`src/lrl_pkg.sv`:
```
// ----------------------------------------------------------------------------
// lrl_pkg
// Shared constants, types and helpers of the recency list block.
// ----------------------------------------------------------------------------
package lrl_pkg;

    // pool size and stored value width
    localparam int SLOTS      = 16;
    localparam int VALUE_BITS = 32;
    localparam int SLOT_W     = $clog2(SLOTS);

    // stream field widths
    localparam int SLOT_FIELD_W = 4;
    localparam int ACTION_W     = 3;

    // input tdata layout: slot, value
    localparam int IN_SLOT_LO  = 0;
    localparam int IN_VALUE_LO = SLOT_FIELD_W;
    localparam int IN_BITS     = SLOT_FIELD_W + VALUE_BITS;
    localparam int S_TDATA_W   = ((IN_BITS + 7) / 8) * 8;

    // output tdata layout: used_slot, read_value, head_slot, lru_slot, list_empty
    localparam int OUT_USED_LO  = 0;
    localparam int OUT_RV_LO    = SLOT_FIELD_W;
    localparam int OUT_HEAD_LO  = OUT_RV_LO + VALUE_BITS;
    localparam int OUT_LRU_LO   = OUT_HEAD_LO + SLOT_FIELD_W;
    localparam int OUT_EMPTY    = OUT_LRU_LO + SLOT_FIELD_W;
    localparam int OUT_BITS     = OUT_EMPTY + 1;
    localparam int M_TDATA_W    = ((OUT_BITS + 7) / 8) * 8;

    // action codes
    localparam logic [ACTION_W-1:0] ACT_ADD    = 3'd0;
    localparam logic [ACTION_W-1:0] ACT_REMOVE = 3'd1;
    localparam logic [ACTION_W-1:0] ACT_WRITE  = 3'd2;
    localparam logic [ACTION_W-1:0] ACT_READ   = 3'd3;
    localparam logic [ACTION_W-1:0] ACT_CLEAR  = 3'd4;

    // status codes
    localparam logic STAT_DONE    = 1'b0;
    localparam logic STAT_IGNORED = 1'b1;

    // which ring direction a link memory holds
    typedef enum logic {
        LINK_NEXT = 1'b0,
        LINK_PREV = 1'b1
    } t_link_dir;

    // read and write request to a link memory
    typedef struct packed {
        logic              rd_en;
        logic [SLOT_W-1:0] rd_addr;
        logic              wr_en;
        logic [SLOT_W-1:0] wr_addr;
        logic [SLOT_W-1:0] wr_data;
    } t_link_req;

    // slot field to memory index
    function automatic logic [SLOT_W-1:0] slot_to_idx(input logic [SLOT_FIELD_W-1:0] f);
        logic [8:0] w;
        w = {5'd0, f};
        return w[SLOT_W-1:0];
    endfunction

    // slot field names an existing slot
    function automatic logic slot_in_range(input logic [SLOT_FIELD_W-1:0] f);
        return {5'd0, f} < 9'(SLOTS);
    endfunction

    // memory index to slot field
    function automatic logic [SLOT_FIELD_W-1:0] idx_to_field(input logic [SLOT_W-1:0] idx);
        logic [8:0] w;
        w = 9'(idx);
        return w[SLOT_FIELD_W-1:0];
    endfunction

    // ring link of a slot right after reset
    function automatic logic [SLOT_W-1:0] link_reset(input logic [SLOT_W-1:0] idx,
                                                     input t_link_dir dir);
        logic [SLOT_W-1:0] last;
        last = SLOT_W'(SLOTS - 1);
        if (dir == LINK_NEXT) begin
            return (idx == last) ? '0 : idx + SLOT_W'(1);
        end
        return (idx == '0) ? last : idx - SLOT_W'(1);
    endfunction

endpackage

```
`src/lrl_ram.sv`:
```
// ----------------------------------------------------------------------------
// lrl_ram
// Generic simple dual-port RAM, one write and one registered read port.
// ----------------------------------------------------------------------------
module lrl_ram #(
    parameter int  WIDTH  = 32,
    parameter int  DEPTH  = 16,
    localparam int ADDR_W = $clog2(DEPTH)
) (
    input  logic              i_clk,
    input  logic              i_wr_en,
    input  logic [ADDR_W-1:0] i_wr_addr,
    input  logic [WIDTH-1:0]  i_wr_data,
    input  logic              i_rd_en,
    input  logic [ADDR_W-1:0] i_rd_addr,
    output logic [WIDTH-1:0]  o_rd_data
);

    logic [WIDTH-1:0] r_mem [DEPTH];
    logic [WIDTH-1:0] r_rd_data;

    // write port
    always_ff @(posedge i_clk) begin
        if (i_wr_en) begin
            r_mem[i_wr_addr] <= i_wr_data;
        end
    end

    // registered read port
    always_ff @(posedge i_clk) begin
        if (i_rd_en) begin
            r_rd_data <= r_mem[i_rd_addr];
        end
    end

    assign o_rd_data = r_rd_data;

endmodule

```
`src/lrl_link_mem.sv`:
```
// ----------------------------------------------------------------------------
// lrl_link_mem
// Ring link memory with per-entry written flags; unwritten entries read as
// the reset ring, so no clearing pass is needed.
// ----------------------------------------------------------------------------
module lrl_link_mem
    import lrl_pkg::*;
(
    input  logic              i_clk,
    input  logic              i_rst_n,
    input  t_link_dir         i_dir,
    input  t_link_req         i_req,
    output logic [SLOT_W-1:0] o_rd_data
);

    logic [SLOTS-1:0]  r_written;
    logic [SLOT_W-1:0] r_rd_addr;
    logic [SLOT_W-1:0] ram_q;

    lrl_ram #(
        .WIDTH (SLOT_W),
        .DEPTH (SLOTS)
    ) u_ram (
        .i_clk     (i_clk),
        .i_wr_en   (i_req.wr_en),
        .i_wr_addr (i_req.wr_addr),
        .i_wr_data (i_req.wr_data),
        .i_rd_en   (i_req.rd_en),
        .i_rd_addr (i_req.rd_addr),
        .o_rd_data (ram_q)
    );

    // mark entries that hold a written link
    always_ff @(posedge i_clk) begin
        if (!i_rst_n) begin
            r_written <= '0;
        end else if (i_req.wr_en) begin
            r_written[i_req.wr_addr] <= 1'b1;
        end
    end

    // address of the read in flight
    always_ff @(posedge i_clk) begin
        if (i_req.rd_en) begin
            r_rd_addr <= i_req.rd_addr;
        end
    end

    // never-written entries follow the reset ring
    assign o_rd_data = r_written[r_rd_addr] ? ram_q : link_reset(r_rd_addr, i_dir);

endmodule

```
`src/lru_recency_list.sv`:
```
// ----------------------------------------------------------------------------
// lru_recency_list
// Recency order over a fixed slot pool, kept as a doubly linked ring.
// ----------------------------------------------------------------------------
// Usage:
//   One command enters on the s_axis channel (tuser = action, tdata = slot,
//   value) and exactly one result leaves on the m_axis channel (tdata = used
//   slot, read value, head, least recent slot, empty flag; tuser = status).
//   Commands are handled one at a time. After the input transfer each command
//   has its first reads issued, then passes S_RD_A; removal of the head adds
//   S_RD_B, and removal from the middle of the ring adds S_RD_B, S_WR_A and
//   S_WR_B. Add, write, read, clear, ignored ops and removal of the tail go
//   straight from S_RD_A to the result load in S_DONE.
//   The longest case is set by the next-link memory, which has one read and
//   one write port: a middle removal reads two links and writes three.
//   Links live in two memories, values in a third, all with a registered
//   read port; slot valid bits and ring pointers are flip-flops.
//   Reset restores the ring at once through per-entry written flags: there
//   is no clearing pass and s_axis_tready is high as soon as reset ends.
//   A result waits in the output register while the receiver stalls; the
//   block meanwhile accepts and works the next command and holds its result
//   until the register frees.
// ----------------------------------------------------------------------------
module lru_recency_list
    import lrl_pkg::*;
(
    input  logic                 i_clk,
    input  logic                 i_rst_n,
    // command input
    input  logic                 i_s_axis_tvalid,
    output logic                 o_s_axis_tready,
    input  logic [S_TDATA_W-1:0] i_s_axis_tdata,  // slot, value
    input  logic [ACTION_W-1:0]  i_s_axis_tuser,  // action
    // result output
    output logic                 o_m_axis_tvalid,
    input  logic                 i_m_axis_tready,
    output logic [M_TDATA_W-1:0] o_m_axis_tdata,  // used_slot, read_value, head_slot,
                                                  // lru_slot, list_empty
    output logic [0:0]           o_m_axis_tuser   // status
);

    typedef enum logic [6:0] {
        S_IDLE = 7'b0000001,
        S_RD_A = 7'b0000010,
        S_RD_B = 7'b0000100,
        S_WR_A = 7'b0001000,
        S_WR_B = 7'b0010000,
        S_DONE = 7'b0100000,
        S_HOLD = 7'b1000000
    } t_state;

    t_state r_state, n_state;

    // command registers
    logic [ACTION_W-1:0]     r_act, n_act;
    logic [SLOT_FIELD_W-1:0] r_slot, n_slot;
    logic [SLOT_W-1:0]       r_idx, n_idx;
    logic                    r_ok, n_ok;
    logic [VALUE_BITS-1:0]   r_value, n_value;

    // links captured from memory
    logic [SLOT_W-1:0] r_q, n_q;     // next of the slot
    logic [SLOT_W-1:0] r_p, n_p;     // prev of the slot
    logic [SLOT_W-1:0] r_fn, n_fn;   // next of the tail

    // list state
    logic [SLOTS-1:0]  r_valid, n_valid;
    logic [SLOT_W-1:0] r_head, n_head;
    logic [SLOT_W-1:0] r_free, n_free;
    logic [SLOT_W-1:0] r_lru, n_lru;
    logic              r_empty, n_empty;

    // result
    logic [SLOT_FIELD_W-1:0] r_used, n_used;
    logic [VALUE_BITS-1:0]   r_rv, n_rv;
    logic                    r_status, n_status;
    logic                    r_out_valid, n_out_valid;
    logic [M_TDATA_W-1:0]    r_out_data, n_out_data;
    logic                    r_out_user, n_out_user;

    // memory ports
    t_link_req             next_req, prev_req;
    logic [SLOT_W-1:0]     next_q, prev_q;
    logic                  val_wr_en, val_rd_en;
    logic [SLOT_W-1:0]     val_wr_addr, val_rd_addr;
    logic [VALUE_BITS-1:0] val_wr_data, val_q;

    logic                    s_xfer;
    logic                    live;
    logic [ACTION_W-1:0]     in_action;
    logic [SLOT_FIELD_W-1:0] in_slot;
    logic [VALUE_BITS-1:0]   in_value;

    assign in_action = i_s_axis_tuser;
    assign in_slot   = i_s_axis_tdata[IN_SLOT_LO +: SLOT_FIELD_W];
    assign in_value  = i_s_axis_tdata[IN_VALUE_LO +: VALUE_BITS];

    assign o_s_axis_tready = (r_state == S_IDLE);
    assign s_xfer          = i_s_axis_tvalid && o_s_axis_tready;
    assign live            = r_ok && r_valid[r_idx];

    lrl_link_mem u_next (
        .i_clk     (i_clk),
        .i_rst_n   (i_rst_n),
        .i_dir     (LINK_NEXT),
        .i_req     (next_req),
        .o_rd_data (next_q)
    );

    lrl_link_mem u_prev (
        .i_clk     (i_clk),
        .i_rst_n   (i_rst_n),
        .i_dir     (LINK_PREV),
        .i_req     (prev_req),
        .o_rd_data (prev_q)
    );

    lrl_ram #(
        .WIDTH (VALUE_BITS),
        .DEPTH (SLOTS)
    ) u_value (
        .i_clk     (i_clk),
        .i_wr_en   (val_wr_en),
        .i_wr_addr (val_wr_addr),
        .i_wr_data (val_wr_data),
        .i_rd_en   (val_rd_en),
        .i_rd_addr (val_rd_addr),
        .o_rd_data (val_q)
    );

    // sequencer and read-modify-write of the ring
    always_comb begin
        logic [OUT_BITS-1:0] res;

        n_state     = r_state;
        n_act       = r_act;
        n_slot      = r_slot;
        n_idx       = r_idx;
        n_ok        = r_ok;
        n_value     = r_value;
        n_q         = r_q;
        n_p         = r_p;
        n_fn        = r_fn;
        n_valid     = r_valid;
        n_head      = r_head;
        n_free      = r_free;
        n_lru       = r_lru;
        n_empty     = r_empty;
        n_used      = r_used;
        n_rv        = r_rv;
        n_status    = r_status;
        n_out_valid = r_out_valid;
        n_out_data  = r_out_data;
        n_out_user  = r_out_user;
        next_req    = '0;
        prev_req    = '0;
        val_wr_en   = 1'b0;
        val_wr_addr = r_idx;
        val_wr_data = r_value;
        val_rd_en   = 1'b0;
        val_rd_addr = r_idx;
        res         = '0;

        // output register drains on transfer
        if (r_out_valid && i_m_axis_tready) begin
            n_out_valid = 1'b0;
        end

        unique case (r_state)
            S_IDLE: begin
                // take the command and start the first reads
                if (s_xfer) begin
                    n_act            = in_action;
                    n_slot           = in_slot;
                    n_idx            = slot_to_idx(in_slot);
                    n_ok             = slot_in_range(in_slot);
                    n_value          = in_value;
                    next_req.rd_en   = 1'b1;
                    next_req.rd_addr = slot_to_idx(in_slot);
                    prev_req.rd_en   = 1'b1;
                    prev_req.rd_addr = (in_action == ACT_ADD) ? r_free
                                                              : slot_to_idx(in_slot);
                    val_rd_en        = 1'b1;
                    val_rd_addr      = slot_to_idx(in_slot);
                    n_state          = S_RD_A;
                end
            end

            S_RD_A: begin
                n_q      = next_q;
                n_p      = prev_q;
                n_used   = r_slot;
                n_rv     = '0;
                n_status = STAT_DONE;
                n_state  = S_DONE;
                unique case (r_act)
                    ACT_ADD: begin
                        // store at the free end, which becomes the head
                        val_wr_en        = 1'b1;
                        val_wr_addr      = r_free;
                        n_valid[r_free]  = 1'b1;
                        n_head           = r_free;
                        n_free           = prev_q;
                        n_used           = idx_to_field(r_free);
                        n_rv             = r_value;
                        if (r_empty) begin
                            n_lru   = r_free;
                            n_empty = 1'b0;
                        end else if (r_free == r_lru) begin
                            n_lru = prev_q;
                        end
                    end
                    ACT_REMOVE: begin
                        if (!live) begin
                            n_status = STAT_IGNORED;
                        end else if (r_idx == r_lru && r_idx == r_head) begin
                            // last occupied slot
                            n_valid[r_idx] = 1'b0;
                            n_empty        = 1'b1;
                            n_lru          = r_free;
                        end else if (r_idx == r_lru) begin
                            // tail just joins the free region
                            n_valid[r_idx] = 1'b0;
                            n_lru          = prev_q;
                        end else begin
                            // head or middle: one more next link needed
                            next_req.rd_en   = 1'b1;
                            next_req.rd_addr = (r_idx == r_head) ? r_free : r_lru;
                            n_state          = S_RD_B;
                        end
                    end
                    ACT_WRITE: begin
                        if (live) begin
                            val_wr_en = 1'b1;
                            n_rv      = r_value;
                        end else begin
                            n_status = STAT_IGNORED;
                        end
                    end
                    ACT_READ: begin
                        if (live) begin
                            n_rv = val_q;
                        end else begin
                            n_status = STAT_IGNORED;
                        end
                    end
                    ACT_CLEAR: begin
                        n_valid = '0;
                        n_lru   = r_free;
                        n_empty = 1'b1;
                    end
                    default: begin
                        // unknown action reports the slot unchanged
                        n_status = STAT_IGNORED;
                        if (live) begin
                            n_rv = val_q;
                        end
                    end
                endcase
            end

            S_RD_B: begin
                n_fn           = next_q;
                n_valid[r_idx] = 1'b0;
                if (r_idx == r_head) begin
                    // head removal rotates the ring by one
                    n_head  = r_q;
                    n_free  = next_q;
                    n_state = S_DONE;
                end else begin
                    // unlink from between its neighbors
                    next_req.wr_en   = 1'b1;
                    next_req.wr_addr = r_p;
                    next_req.wr_data = r_q;
                    prev_req.wr_en   = 1'b1;
                    prev_req.wr_addr = r_q;
                    prev_req.wr_data = r_p;
                    n_state          = S_WR_A;
                end
            end

            S_WR_A: begin
                // slot points to the tail and its old successor
                next_req.wr_en   = 1'b1;
                next_req.wr_addr = r_idx;
                next_req.wr_data = r_fn;
                prev_req.wr_en   = 1'b1;
                prev_req.wr_addr = r_idx;
                prev_req.wr_data = r_lru;
                n_state          = S_WR_B;
            end

            S_WR_B: begin
                // splice in right after the tail
                prev_req.wr_en   = 1'b1;
                prev_req.wr_addr = r_fn;
                prev_req.wr_data = r_idx;
                next_req.wr_en   = 1'b1;
                next_req.wr_addr = r_lru;
                next_req.wr_data = r_idx;
                if (r_lru == r_free) begin
                    n_free = r_idx;
                end
                n_state = S_DONE;
            end

            S_DONE, S_HOLD: begin
                // load the result once the output register is free
                if (!r_out_valid || i_m_axis_tready) begin
                    res[OUT_USED_LO +: SLOT_FIELD_W] = r_used;
                    res[OUT_RV_LO +: VALUE_BITS]     = r_rv;
                    res[OUT_HEAD_LO +: SLOT_FIELD_W] = r_empty ? '0 : idx_to_field(r_head);
                    res[OUT_LRU_LO +: SLOT_FIELD_W]  = r_empty ? '0 : idx_to_field(r_lru);
                    res[OUT_EMPTY]                   = r_empty;
                    n_out_data                       = '0;
                    n_out_data[OUT_BITS-1:0]         = res;
                    n_out_user                       = r_status;
                    n_out_valid                      = 1'b1;
                    n_state                          = S_IDLE;
                end else begin
                    n_state = S_HOLD;
                end
            end

            default: begin
                n_state = S_IDLE;
            end
        endcase
    end

    // control state
    always_ff @(posedge i_clk) begin
        if (!i_rst_n) begin
            r_state     <= S_IDLE;
            r_valid     <= '0;
            r_head      <= '0;
            r_free      <= SLOT_W'(SLOTS - 1);
            r_lru       <= SLOT_W'(SLOTS - 1);
            r_empty     <= 1'b1;
            r_out_valid <= 1'b0;
        end else begin
            r_state     <= n_state;
            r_valid     <= n_valid;
            r_head      <= n_head;
            r_free      <= n_free;
            r_lru       <= n_lru;
            r_empty     <= n_empty;
            r_out_valid <= n_out_valid;
        end
    end

    // payload
    always_ff @(posedge i_clk) begin
        r_act      <= n_act;
        r_slot     <= n_slot;
        r_idx      <= n_idx;
        r_ok       <= n_ok;
        r_value    <= n_value;
        r_q        <= n_q;
        r_p        <= n_p;
        r_fn       <= n_fn;
        r_used     <= n_used;
        r_rv       <= n_rv;
        r_status   <= n_status;
        r_out_data <= n_out_data;
        r_out_user <= n_out_user;
    end

    assign o_m_axis_tvalid   = r_out_valid;
    assign o_m_axis_tdata    = r_out_data;
    assign o_m_axis_tuser[0] = r_out_user;

endmodule

```
`config.mk`:
```
export PLATFORM = sky130hd
export DESIGN_NAME = lru_recency_list
export DESIGN_NICKNAME = d
export VERILOG_FILES = /design/src/lrl_pkg.sv /design/src/lrl_ram.sv /design/src/lrl_link_mem.sv /design/src/lru_recency_list.sv
export SDC_FILE = /design/constraint.sdc
export NUM_CORES = 1
export LEC_CHECK = 0
export ABC_CLOCK_PERIOD_IN_PS = 12090
export BUFFER_PORTS_ARGS = -buffer_cell sky130_fd_sc_hd__buf_2
export CAP_MARGIN = 20
export CORE_MARGIN = 5
export CORE_UTILIZATION = 35
export CTS_CLUSTER_SIZE = 25
export DETAILED_ROUTE_END_ITERATION = 6
export GPL_ROUTABILITY_DRIVEN = 0
export PLACE_DENSITY_LB_ADDON = 0.08
export REMOVE_ABC_BUFFERS = 1
export SLEW_MARGIN = 20
export SYNTH_ARGS = -nofsm -noshare
export SYNTH_HDL_FRONTEND = slang
export SYNTH_SLANG_ARGS = --single-unit
```
`constraint.sdc`:
```
create_clock -name i_clk -period 12.09 [get_ports i_clk]
set_input_delay 1.209 -clock i_clk [delete_from_list [all_inputs] [get_ports i_clk]]
set_output_delay 1.209 -clock i_clk [all_outputs]
set_load 0.1 [all_outputs]
```
==> summary.txt, run 1 <==
Clocking
  • H-tree lvl count: 3
  • CTS resizes: 0
  • Setup Buffers After CTS: 0
  • Clk sinks: 895
  • CTS tree: done
  • Skew-Pair Late Insertion Delay: 0.67 ns
  • Root Buffer Master: clkbuf_16
  • CTS buffer count: 101
  • Clock slew at reported path FFs: 0.06 ns
  • Max clock buf depth: 3
  • # hold bufs at CTS: 0

Critical path
  • Critical Path End Type: register
  • Crit Path Max Fanout: 50
  • Max incr delay on CP: 0.80 ns
  • Worst setup SP type: register
  • Largest delay share family, worst path: simple AND/OR/NAND/NOR gates
  • Critical path, cell by cell: nor3_2 > nand4b_1 > inv_2 > buf_4 > nand2_1 > o31a_1 > inv_1 > o221ai_1 > a21oi_1 > a211oi_2
  • Setup CP Type: register to register
  • CP Data Required Time: 12.50 ns
  • Worst Setup EP: u_next.u_ram.o_rd_data[1]$_DFFE_PP_
  • R2R depth: 10
  • Crit path launch: r_state[4]$_SDFFE_PN0P_
  • R2R Setup Slk: 7.09 ns
  • Worst endpoint data arrival time: 5.41 ns
  • Slowest-stage cell, CP: o31a_1
  • RR Startpoint: r_state[4]$_SDFFE_PN0P_
  • R2R Path End: u_next.u_ram.o_rd_data[1]$_DFFE_PP_
  • WP depth: 10
  • CP Buf/Inv Count: 3

Logic synthesis
  • Post-Synthesis Cells: 2615
  • Synth top cells by count: edfxtp_1 (822), nand2_1 (511), nand3_1 (264), clkbuf_1 (132), nor2_1 (82)
  • Top cells by area, synth: edfxtp_1 (69%), nand2_1 (5.4%), dfxtp_1 (4.1%)
  • Count leader, synth: edfxtp_1
  • Synth unique cells: 65
  • Register area share after synthesis: 73.4%
  • Synth Warn #: 0
  • Synthesized cell area: 35600 µm²
  • FFs w/ async S/R, synth: 0%
  • Cell taking the most area after synthesis: edfxtp_1
  • Synth top area share: 69.3%
  • Seq cells post-synth: 895
  • EDFF count, synth: 822
  • Ys flop type: edfxtp_1
  • Synth Area per Inst: 13.6 µm²

Job
  • Max-Cap Viols: 0

Layout
  • Post-layout util: 40.4%
  • Layout cell share with drive strength beyond 1: 12.7%
  • Antenna Cells: 0
  • # nets final: 2732
  • Design area: 41000 µm²
  • Layout fillers: 9392
  • Synth-to-layout area growth: 15.1%

Route
  • Pre-antenna DRT Iters: 6
  • Via count: 22000
  • Routed wire length: 99.6 mm
  • DRC viols: 0
  • WL per Instance: 24.1 µm
  • Final ANT Viol Nets: 0
  • First DRT Iteration DRCs: 1749
  • Vias/cell: 5.31

STA
  • Unrepaired setup endpoints after global routing: false
  • Setup violators final: 0
  • Final slew viol count: 0
  • Post-route clock period utilization: 41.4%
  • Final Skew: 0.0307 ns
  • Worst slew pin tran: 1.12 ns
  • Relative slew slack: 25.2%
  • Final hold vios: 0
  • Minimum clock period: 5.00 ns
  • Fmax achieved: 200 MHz

Floorplan
  • Die height: 329 µm
  • FP Rows: 117
  • Die area: 108000 µm²
  • Die W: 329 µm
  • Core ar.: 101000 µm²
  • IO Pins: 98
  • Initial Util: 35.1%

Pwr
  • Pwr Total: 7.68 mW
  • Pwr/cell area: 187 nW/µm²
  • Lkg Pwr: 13.9 nW
  • VDD IR max: 0.110 mV

Global routing
  • Largest net degree at the start of global routing: 193
  • First-pass GRT wire length: 146 mm
  • Tot GR Track Use: 18.1%
  • Antenna violations before repair: 2
  • GRT overflow: 0
  • Vias in the first global route: 21800

Placed design
  • Post-detail-place hpwl: 51.3 mm
  • I/O Buffers: 90
  • Placed Area: 37700 µm²

Status
  • Outcome: complete, no violations

Worst hold path
  • Hold WC Path Type: register to register
## cell type report
cell class,count,area [µm²],area share [%]
flip-flops and latches,895,26100,63.8
repair buffers,136,808,1.97
multi-input cells,1463,8690,21.2
well taps,1368,1710,4.17
inverters,85,338,0.824
clock inverters,67,654,1.60
clock buffers,125,2650,6.46
## placed cells by master (no fill, tap or decap), types with 19 or more instances in the layout
cell / n
mux2i_1: 39
a31oi_1: 45
clkbuf_16: 101
clkinv_1: 23
o221ai_1: 33
dfxtp_1: 73
nand2_1: 511
clkbuf_1: 21
a21oi_1: 44
buf_4: 45
buf_2: 90
o21a_1: 33
o21ai_0: 27
a311oi_1: 69
inv_1: 78
clkinv_2: 19
o211ai_1: 36
a211oi_1: 70
a22o_1: 36
edfxtp_1: 822
nand3_1: 264
nor2_1: 65
## registers in the layout (all words and copies together), names as in the netlist, 7 cells and up
signal / cells
o_m_axis_tdata: 45
r_rv: 32
r_state: 7
r_valid: 16
r_value: 32
u_next.r_written: 16
u_next.u_ram.r_mem: 64
u_prev.r_written: 16
u_prev.u_ram.r_mem: 64
u_value.o_rd_data: 32
u_value.r_mem: 512
## metal layers
metal	GRT usage, %	up-vias	routed length, µm
met4	5.29	0	2250
met2	28.9	642	46400
met1	25.9	11100	45800
li1	-	10100	-
met5	0	-	0
met3	2.70	138	5160
## through the flow
step / TNS [ns] / hold slack (ns) / std cells / worst slack, ns
finish: 0 / 0.406 / 4139 / 7.09
global route: 0 / 0.417 / 4139 / 6.71
global placement: 0 / 0.402 / 3946 / 6.60
detailed placement: 0 / 0.405 / 3946 / 6.57
floorplan: -284.99 / 0.400 / 2443 / -8.62
CTS: 0 / 0.405 / 4138 / 7.04
## report_power, final
group          leakage [nW]  switching (mW)  internal, mW
registers              8.38          0.0859          3.50
logic                  3.92           0.778         0.300
clock network          1.59            1.24          1.77
## worst min-delay path by stage
stage                              startpoint                            to  slack, ns  cells after the start
after floorplan           r_used[0]$_DFFE_PP_   o_m_axis_tdata[0]$_DFFE_PP_       0.40                      0
after global placement     r_rv[15]$_DFFE_PP_  o_m_axis_tdata[19]$_DFFE_PP_       0.40                      0
after detailed placement   r_rv[15]$_DFFE_PP_  o_m_axis_tdata[19]$_DFFE_PP_       0.40                      0
after CTS                   r_rv[7]$_DFFE_PP_  o_m_axis_tdata[11]$_DFFE_PP_       0.40                      0
after global routing        r_rv[7]$_DFFE_PP_  o_m_axis_tdata[11]$_DFFE_PP_       0.42                      0
final                       r_rv[7]$_DFFE_PP_  o_m_axis_tdata[11]$_DFFE_PP_       0.41                      0
## cells by family after synthesis
kind of cell             after synthesis  synth area share [%]
other                                  1                0.0105
adder cells (fa/ha/maj)                3                 0.105
flip-flops                           895                  73.4
multiplexers                          68                  2.39
XOR/XNOR                              15                 0.390
buffers and inverters                259                  2.89
AO/OA/AOI/OAI                        456                  9.73
AND/OR/NAND/NOR                      918                  11.1
(Power assumes the default switching activity.)
==> run 2: changes to the inputs <==
--- a/config.mk
+++ b/config.mk
@@ -5,7 +5,7 @@
 export SDC_FILE = /design/constraint.sdc
 export NUM_CORES = 1
 export LEC_CHECK = 0
-export ABC_CLOCK_PERIOD_IN_PS = 12090
+export ABC_CLOCK_PERIOD_IN_PS = 4850
 export BUFFER_PORTS_ARGS = -buffer_cell sky130_fd_sc_hd__buf_2
 export CAP_MARGIN = 20
 export CORE_MARGIN = 5
==> constraint.sdc (replaced) <==
create_clock -name i_clk -period 4.85 [get_ports i_clk]
set_input_delay 0.485 -clock i_clk [delete_from_list [all_inputs] [get_ports i_clk]]
set_output_delay 0.485 -clock i_clk [all_outputs]
set_load 0.1 [all_outputs]
==> run 2 against run 1 <==
  * Wire length increased by 0.93%
  * Sequential cell count unchanged
  * Critical path depth did not move
  * Critical endpoint is now u_next.u_ram.o_rd_data[0]$_DFFE_PP_
  * Highest routed layer unchanged
==> summary.txt, run 2 (synthesized netlist as in run 1, its figures left out) <==
Status
  • Outcome: complete, no violations (unchanged)

Route
  • Final ANT Viol Nets: 0 (unchanged)
  • Pre-antenna DRT Iters: 5 (was 6)
  • Metal-1 WL: 44.9 mm (was 45.8 mm)
  • Routed wire length: 101 mm (was 99.6 mm)
  • First DRT Iteration DRCs: 1862 (was 1749)
  • Via count: 22000 (about the same)
  • DRC viols: 0 (unchanged)
  • Top sig layer: met4 (unchanged)
  • Vias/cell: 5.27 (was 5.31)
  • Met3 WL: 4.86 mm (was 5.16 mm)
  • Met2 wire length: 48.8 mm (was 46.4 mm)
  • WL per Instance: 24.0 µm (was 24.1 µm)

Critical path
  • R2R depth: 10 (unchanged)
  • Worst setup SP type: register (unchanged)
  • CP Buf/Inv Count: 3 (unchanged)
  • RR Startpoint: r_state[6]$_SDFFE_PN0P_ (was r_state[4]$_SDFFE_PN0P_)
  • WP depth: 10 (unchanged)
  • Worst endpoint data arrival time: 4.39 ns (was 5.41 ns)
  • Crit path launch: r_state[6]$_SDFFE_PN0P_ (was r_state[4]$_SDFFE_PN0P_)
  • Critical Path End Type: register (unchanged)
  • Crit Path Max Fanout: 18 (was 50)
  • Critical path, cell by cell: nor3_2 > nand4b_1 > buf_4 > inv_2 > nand2_1 > o31a_1 > inv_1 > o221ai_1 > a21oi_1 > a211oi_2 (was nor3_2 > nand4b_1 > inv_2 > buf_4 > nand2_1 > o31a_1 > inv_1 > o221ai_1 > a21oi_1 > a211oi_2)
  • Slowest-stage cell, CP: o31a_1 (unchanged)
  • CP Data Required Time: 5.25 ns (was 12.50 ns)
  • Max incr delay on CP: 0.69 ns (was 0.80 ns)
  • Largest delay share family, worst path: compound AO/OA/AOI/OAI gates (was simple AND/OR/NAND/NOR gates)
  • Setup CP Type: register to register (unchanged)

Clocking
  • CTS tree: done (unchanged)
  • Max clock buf depth: 3 (unchanged)
  • CTS buffer count: 99 (was 101)
  • Clock slew at reported path FFs: 0.06 ns (about the same)
  • Root Buffer Master: clkbuf_16 (unchanged)
  • CTS resizes: 0 (unchanged)
  • H-tree lvl count: 3 (unchanged)
  • Skew-Pair Late Insertion Delay: 0.67 ns (about the same)
  • Clk sinks: 895 (unchanged)

Global routing
  • GRT overflow: 0 (unchanged)
  • Antenna violations before repair: 1 (was 2)
  • Tot GR Track Use: 18.2% (was 18.1%)
  • Largest net degree at the start of global routing: 161 (was 193)
  • First-pass GRT wire length: 148 mm (was 146 mm)
  • Vias in the first global route: 22400 (was 21800)

Layout
  • Most frequent cells in the layout: edfxtp_1 (822), nand2_1 (511), nand3_1 (264) (unchanged)
  • Most common cell after layout, fill and taps aside: edfxtp_1 (unchanged)
  • Antenna Cells: 0 (unchanged)
  • Layout cell share with drive strength beyond 1: 13.3% (was 12.7%)
  • Top Registers: u_value.r_mem x512, u_next.u_ram.r_mem x64, u_prev.u_ram.r_mem x64 (unchanged)
  • # nets final: 2786 (was 2732)
  • Post-layout util: 40.9% (was 40.4%)
  • Register area: 26100 µm² (unchanged)
  • Largest register FFs: 512 (unchanged)
  • Largest Register: u_value.r_mem (unchanged)
  • Area of the multi-input gates: 8690 µm² (about the same)
  • Layout fillers: 9330 (was 9392)
  • Synth-to-layout area growth: 16.5% (was 15.1%)

STA
  • Minimum clock period: 3.99 ns (was 5.00 ns)
  • Relative slew slack: 33.4% (was 25.2%)
  • Final Skew: 0.0243 ns (was 0.0307 ns)
  • Worst slew pin tran: 0.972 ns (was 1.12 ns)
  • Final hold vios: 0 (unchanged)
  • WHS: 0.0377 ns (was 0.406 ns)
  • Final slew viol count: 0 (unchanged)
  • Setup violators final: 0 (unchanged)
  • Unrepaired setup endpoints after global routing: false (unchanged)
  • Fmax achieved: 251 MHz (was 200 MHz)
  • Post-route clock period utilization: 82.2% (was 41.4%)

Placed design
  • I/O Buffers: 90 (unchanged)
  • Post-detail-place hpwl: 55.9 mm (was 51.3 mm)

Floorplan
  • IO Pins: 98 (unchanged)
  • Die height: 329 µm (unchanged)
  • Initial Util: 35.1% (unchanged)
  • Core ar.: 101000 µm² (unchanged)
  • Die W: 329 µm (unchanged)
  • FP Rows: 117 (unchanged)
  • Die area: 108000 µm² (unchanged)

Worst hold path
  • Hold WC Path Type: primary input to register (was register to register)
  • Hold depth: 1 (was 0)
  • Hold Crit Start: i_s_axis_tdata[34] (was r_rv[7]$_DFFE_PP_)

Pwr
  • VDD IR max: 0.286 mV (was 0.110 mV)
  • Reg power frac: 47.2% (was 46.6%)
  • Clock share of power: 38.1% (was 39.3%)
  • Pwr/cell area: 457 nW/µm² (was 187 nW/µm²)
  • Logic pwr share: 14.7% (was 14.0%)
  • Internal: 13.7 mW (was 5.57 mW)
  • Sw power: 5.24 mW (was 2.11 mW)
  • Lkg Pwr: 14.2 nW (was 13.9 nW)
  • Switching Fraction: 27.7% (was 27.5%)

Job
  • Max-Cap Viols: 0 (unchanged)
==> run 2: routing by layer <==
| layer | GRT usage (%) | vias to the layer above |
|---|---|---|
| met1 | 25.1 | 11200 |
| li1 | - | 10200 |
| met4 | 4.81 | 0 |
| met3 | 2.60 | 131 |
| met2 | 30.7 | 527 |
| met5 | 0 | - |
==> run 2: per-stage QoR <==
stage | cell area (µm²) | cells | total power, mW | setup slack (ns) | TNS (ns)
floorplan | 34900 | 2443 | 11.0 | -15.15 | -1028.45
global placement | 38100 | 3975 | 11.9 | 0.971 | 0
CTS | 41500 | 4182 | 19.2 | 0.861 | 0
detailed placement | 38100 | 3975 | 11.9 | 0.892 | 0
global route | 41500 | 4182 | 19.7 | 0.626 | 0
finish | 41500 | 4182 | 18.9 | 0.861 | 0
==> run 2: layout make-up <==
cell class | instances | share of cell area (%)
multi-input cells | 1463 | 20.9
repair buffers | 192 | 3.67
clock buffers | 117 | 6.21
inverters | 85 | 0.802
clock inverters | 62 | 1.25
well taps | 1368 | 4.12
flip-flops and latches | 895 | 63.0
==> run 2: final timing paths <==
kind	to	slack, ns
max	u_next.u_ram.o_rd_data[0]$_DFFE_PP_	0.86
min	r_value[30]$_DFFE_PP_	0.04
max reg2reg	u_next.u_ram.o_rd_data[0]$_DFFE_PP_	0.86
min reg2reg	o_m_axis_tdata[20]$_DFFE_PP_	0.42
==> run 2: timing repair <==
action,4_1_cts,5_1_grt
buffers inserted,0,0
hold endpoints to repair,28,0
hold buffers,28,0
==> run 2: power groups by stage <==
stage	clock [mW]	combinational (mW)	sequential [mW]
after floorplan	0	1.93	9.03
after global placement	0	2.80	9.09
after detailed placement	0	2.81	9.10
after CTS	7.43	2.84	8.94
after global routing	7.73	3.05	8.97
final	7.22	2.78	8.94
==> run 3: changes to the inputs <==
--- a/config.mk
+++ b/config.mk
@@ -5,7 +5,7 @@
 export SDC_FILE = /design/constraint.sdc
 export NUM_CORES = 1
 export LEC_CHECK = 0
-export ABC_CLOCK_PERIOD_IN_PS = 4850
+export ABC_CLOCK_PERIOD_IN_PS = 3480
 export BUFFER_PORTS_ARGS = -buffer_cell sky130_fd_sc_hd__buf_2
 export CAP_MARGIN = 20
 export CORE_MARGIN = 5
==> constraint.sdc (replaced) <==
create_clock -name i_clk -period 3.48 [get_ports i_clk]
set_input_delay 0.348 -clock i_clk [delete_from_list [all_inputs] [get_ports i_clk]]
set_output_delay 0.348 -clock i_clk [all_outputs]
set_load 0.1 [all_outputs]
==> run 3 against run 2 <==
  * Fmax is 20% higher
  * Design area increased by 2.8%
  * Combinational power grew 52%
  * Register-to-register slack lost 0.69 ns
  * Core utilization grew 1.2 points
  * Die area unchanged
  * Highest routed layer unchanged
==> summary.txt, run 3 (synthesized netlist as in run 1, its figures left out) <==
Critical path
  • Critical Path End Type: register (unchanged)
  • CP Buf/Inv Count: 1 (was 3)
  • R2R Path End: u_prev.u_ram.r_mem[4][0]$_DFFE_PP_ (was u_next.u_ram.o_rd_data[0]$_DFFE_PP_)
  • Worst setup SP type: register (unchanged)
  • R2R depth: 7 (was 10)
  • RR Startpoint: r_idx[2]$_DFF_P_ (was r_state[6]$_SDFFE_PN0P_)
  • Max incr delay on CP: 0.60 ns (was 0.69 ns)
  • Slowest-stage cell, CP: a222oi_1 (was o31a_1)
  • Crit Path Max Fanout: 11 (was 18)
  • Largest delay share family, worst path: simple AND/OR/NAND/NOR gates (was compound AO/OA/AOI/OAI gates)
  • Most prevalent standard cell on the critical path: nor2_1
  • Crit path launch: r_idx[2]$_DFF_P_ (was r_state[6]$_SDFFE_PN0P_)
  • CP Data Required Time: 3.78 ns (was 5.25 ns)
  • Setup CP Type: register to register (unchanged)
  • Critical path, cell by cell: buf_4 > xor2_2 > nor4_4 > nor2_1 > a222oi_1 > nand2b_1 > nor2_1 (was nor3_2 > nand4b_1 > buf_4 > inv_2 > nand2_1 > o31a_1 > inv_1 > o221ai_1 > a21oi_1 > a211oi_2)
  • R2R Setup Slk: 0.17 ns (was 0.86 ns)
  • Worst endpoint data arrival time: 3.61 ns (was 4.39 ns)

Pwr
  • Reg power frac: 45.7% (was 47.2%)
  • Lkg Pwr: 14.8 nW (was 14.2 nW)
  • Pwr/cell area: 639 nW/µm² (was 457 nW/µm²)
  • Switching Fraction: 27.5% (was 27.7%)
  • Logic pwr share: 15.5% (was 14.7%)
  • VDD IR max: 0.397 mV (was 0.286 mV)
  • Clock share of power: 38.8% (was 38.1%)
  • Sw power: 7.49 mW (was 5.24 mW)
  • Internal: 19.8 mW (was 13.7 mW)

Layout
  • Most frequent cells in the layout: edfxtp_1 (822), nand2_1 (511), nand3_1 (264) (unchanged)
  • Largest register FFs: 512 (unchanged)
  • Largest Register: u_value.r_mem (unchanged)
  • Most common cell after layout, fill and taps aside: edfxtp_1 (unchanged)
  • Synth-to-layout area growth: 19.8% (was 16.5%)
  • Antenna Cells: 0 (unchanged)
  • # nets final: 2880 (was 2786)
  • Layout cell share with drive strength beyond 1: 16.0% (was 13.3%)
  • Top Registers: u_value.r_mem x512, u_next.u_ram.r_mem x64, u_prev.u_ram.r_mem x64 (unchanged)

Clocking
  • H-tree lvl count: 3 (unchanged)
  • Max clock buf depth: 3 (unchanged)
  • CTS buffer count: 101 (was 99)
  • CTS tree: done (unchanged)
  • Root Buffer Master: clkbuf_16 (unchanged)
  • Clk sinks: 895 (unchanged)
  • Skew-Pair Late Insertion Delay: 0.68 ns (was 0.67 ns)
  • Clock slew at reported path FFs: 0.06 ns (about the same)

Floorplan
  • Core ar.: 101000 µm² (unchanged)
  • Die area: 108000 µm² (unchanged)
  • Die height: 329 µm (unchanged)
  • Die W: 329 µm (unchanged)
  • Initial Util: 35.1% (unchanged)
  • IO Pins: 98 (unchanged)
  • FP Rows: 117 (unchanged)

Route
  • First DRT Iteration DRCs: 1696 (was 1862)
  • Via count: 22600 (was 22000)
  • Final ANT Viol Nets: 0 (unchanged)
  • Routed wire length: 101 mm (about the same)
  • Pre-antenna DRT Iters: 5 (unchanged)
  • Vias/cell: 5.29 (was 5.27)
  • DRC viols: 0 (unchanged)
  • WL per Instance: 23.6 µm (was 24.0 µm)

STA
  • Final hold vios: 0 (unchanged)
  • Relative slew slack: 21.4% (was 33.4%)
  • Worst slew pin tran: 1.17 ns (was 0.972 ns)
  • Final Skew: 0.0242 ns (was 0.0243 ns)
  • Final slew viol count: 0 (unchanged)
  • Setup violators final: 0 (unchanged)
  • Minimum clock period: 3.31 ns (was 3.99 ns)
  • Post-route clock period utilization: 95.2% (was 82.2%)
  • Unrepaired setup endpoints after global routing: true (was false)
  • Fmax achieved: 302 MHz (was 251 MHz)
  • Setup WS post-layout: 0.168 ns (was 0.861 ns)
  • WHS: 0.213 ns (was 0.0377 ns)

Global routing
  • Largest net degree at the start of global routing: 57 (was 161)
  • First-pass GRT wire length: 150 mm (was 148 mm)
  • Vias in the first global route: 22800 (was 22400)
  • Tot GR Track Use: 18.4% (was 18.2%)
  • Antenna violations before repair: 1 (unchanged)
  • GRT overflow: 0 (unchanged)

Placed design
  • Pre-CTS setup slack: 0.110 ns (was 0.892 ns)
  • Post-detail-place hpwl: 60.6 mm (was 55.9 mm)
  • I/O Buffers: 90 (unchanged)

Worst hold path
  • Hold endpoint: u_prev.r_written[15]$_SDFFE_PN0P_ (was r_value[30]$_DFFE_PP_)
  • Hold depth: 2 (was 1)
  • Hold WC Path Type: primary input to register (unchanged)
  • Hold Crit Start: i_rst_n (was i_s_axis_tdata[34])

Status
  • Outcome: complete, no violations (unchanged)

Job
  • Max-Cap Viols: 0 (unchanged)
## run 3: changes by cell type in the layout (fill, tap and decap cells not counted), moves of 3 or more
| cell | delta |
|---|---|
| bufinv_16 | +4 |
| buf_12 | +19 |
| buf_4 | +61 |
| dlygate4sd3_1 | +12 |
| clkinv_2 | -5 |
| inv_6 | +3 |
| clkinvlp_4 | +3 |
## run 3: per-stage QoR
step	util (%)	std cells	power [mW]	cell area [µm²]	TNS (ns)
4_1_cts	42.0	4282	27.6	42700	0
3_5_place_dp	38.4	4054	16.9	39000	0
2_1_floorplan	-	2443	15.3	34900	-1893.29
6_report	42.1	4283	27.3	42700	0
3_3_place_gp	38.4	4054	16.9	39000	0
5_1_grt	42.1	4283	28.4	42700	-0.776
## run 3: final cells by class
class	instances	area, µm²
clock inverter	71	696
clock buffer	117	2610
sequential	895	26100
fill	9273	58800
inverter	85	333
multi-input combinational	1463	8690
timing repair buffer	284	2480
tap	1368	1710
## run 3: worst max-delay path by stage
stage	endpoint	cells past startpoint
global route	u_prev.u_ram.r_mem[4][1]$_DFFE_PP_	7
CTS	u_prev.u_ram.r_mem[0][2]$_DFFE_PP_	6
floorplan	u_value.o_rd_data[0]$_DFFE_PP_	9
global placement	u_prev.u_ram.r_mem[0][0]$_DFFE_PP_	6
finish	u_prev.u_ram.r_mem[4][0]$_DFFE_PP_	7
detailed placement	u_next.u_ram.r_mem[9][1]$_DFFE_PP_	7
## run 3: timing repair
action,CTS,global route
hold endpoints to repair,41,0
hold buffers,40,0
resized for setup,0,3
setup buffers,0,1
setup endpoints to repair,0,48
## run 3: per-layer routing
| layer | up-vias | part of all wire [%] | track usage (%) |
|---|---|---|---|
| met5 | - | 0 | 0 |
| met4 | 0 | 2.3 | 5.21 |
| met3 | 155 | 4.5 | 2.69 |
| met2 | 546 | 48 | 30.7 |
| met1 | 11600 | 45 | 25.4 |
| li1 | 10400 | - | - |
## run 3: power by group through the flow
stage	sequential, mW	combinational (mW)	clock (mW)
floorplan	12.6	2.69	0
global placement	12.7	4.21	0
detailed placement	12.7	4.24	0
CTS	12.5	4.29	10.9
global route	12.5	4.62	11.3
finish	12.5	4.22	10.6
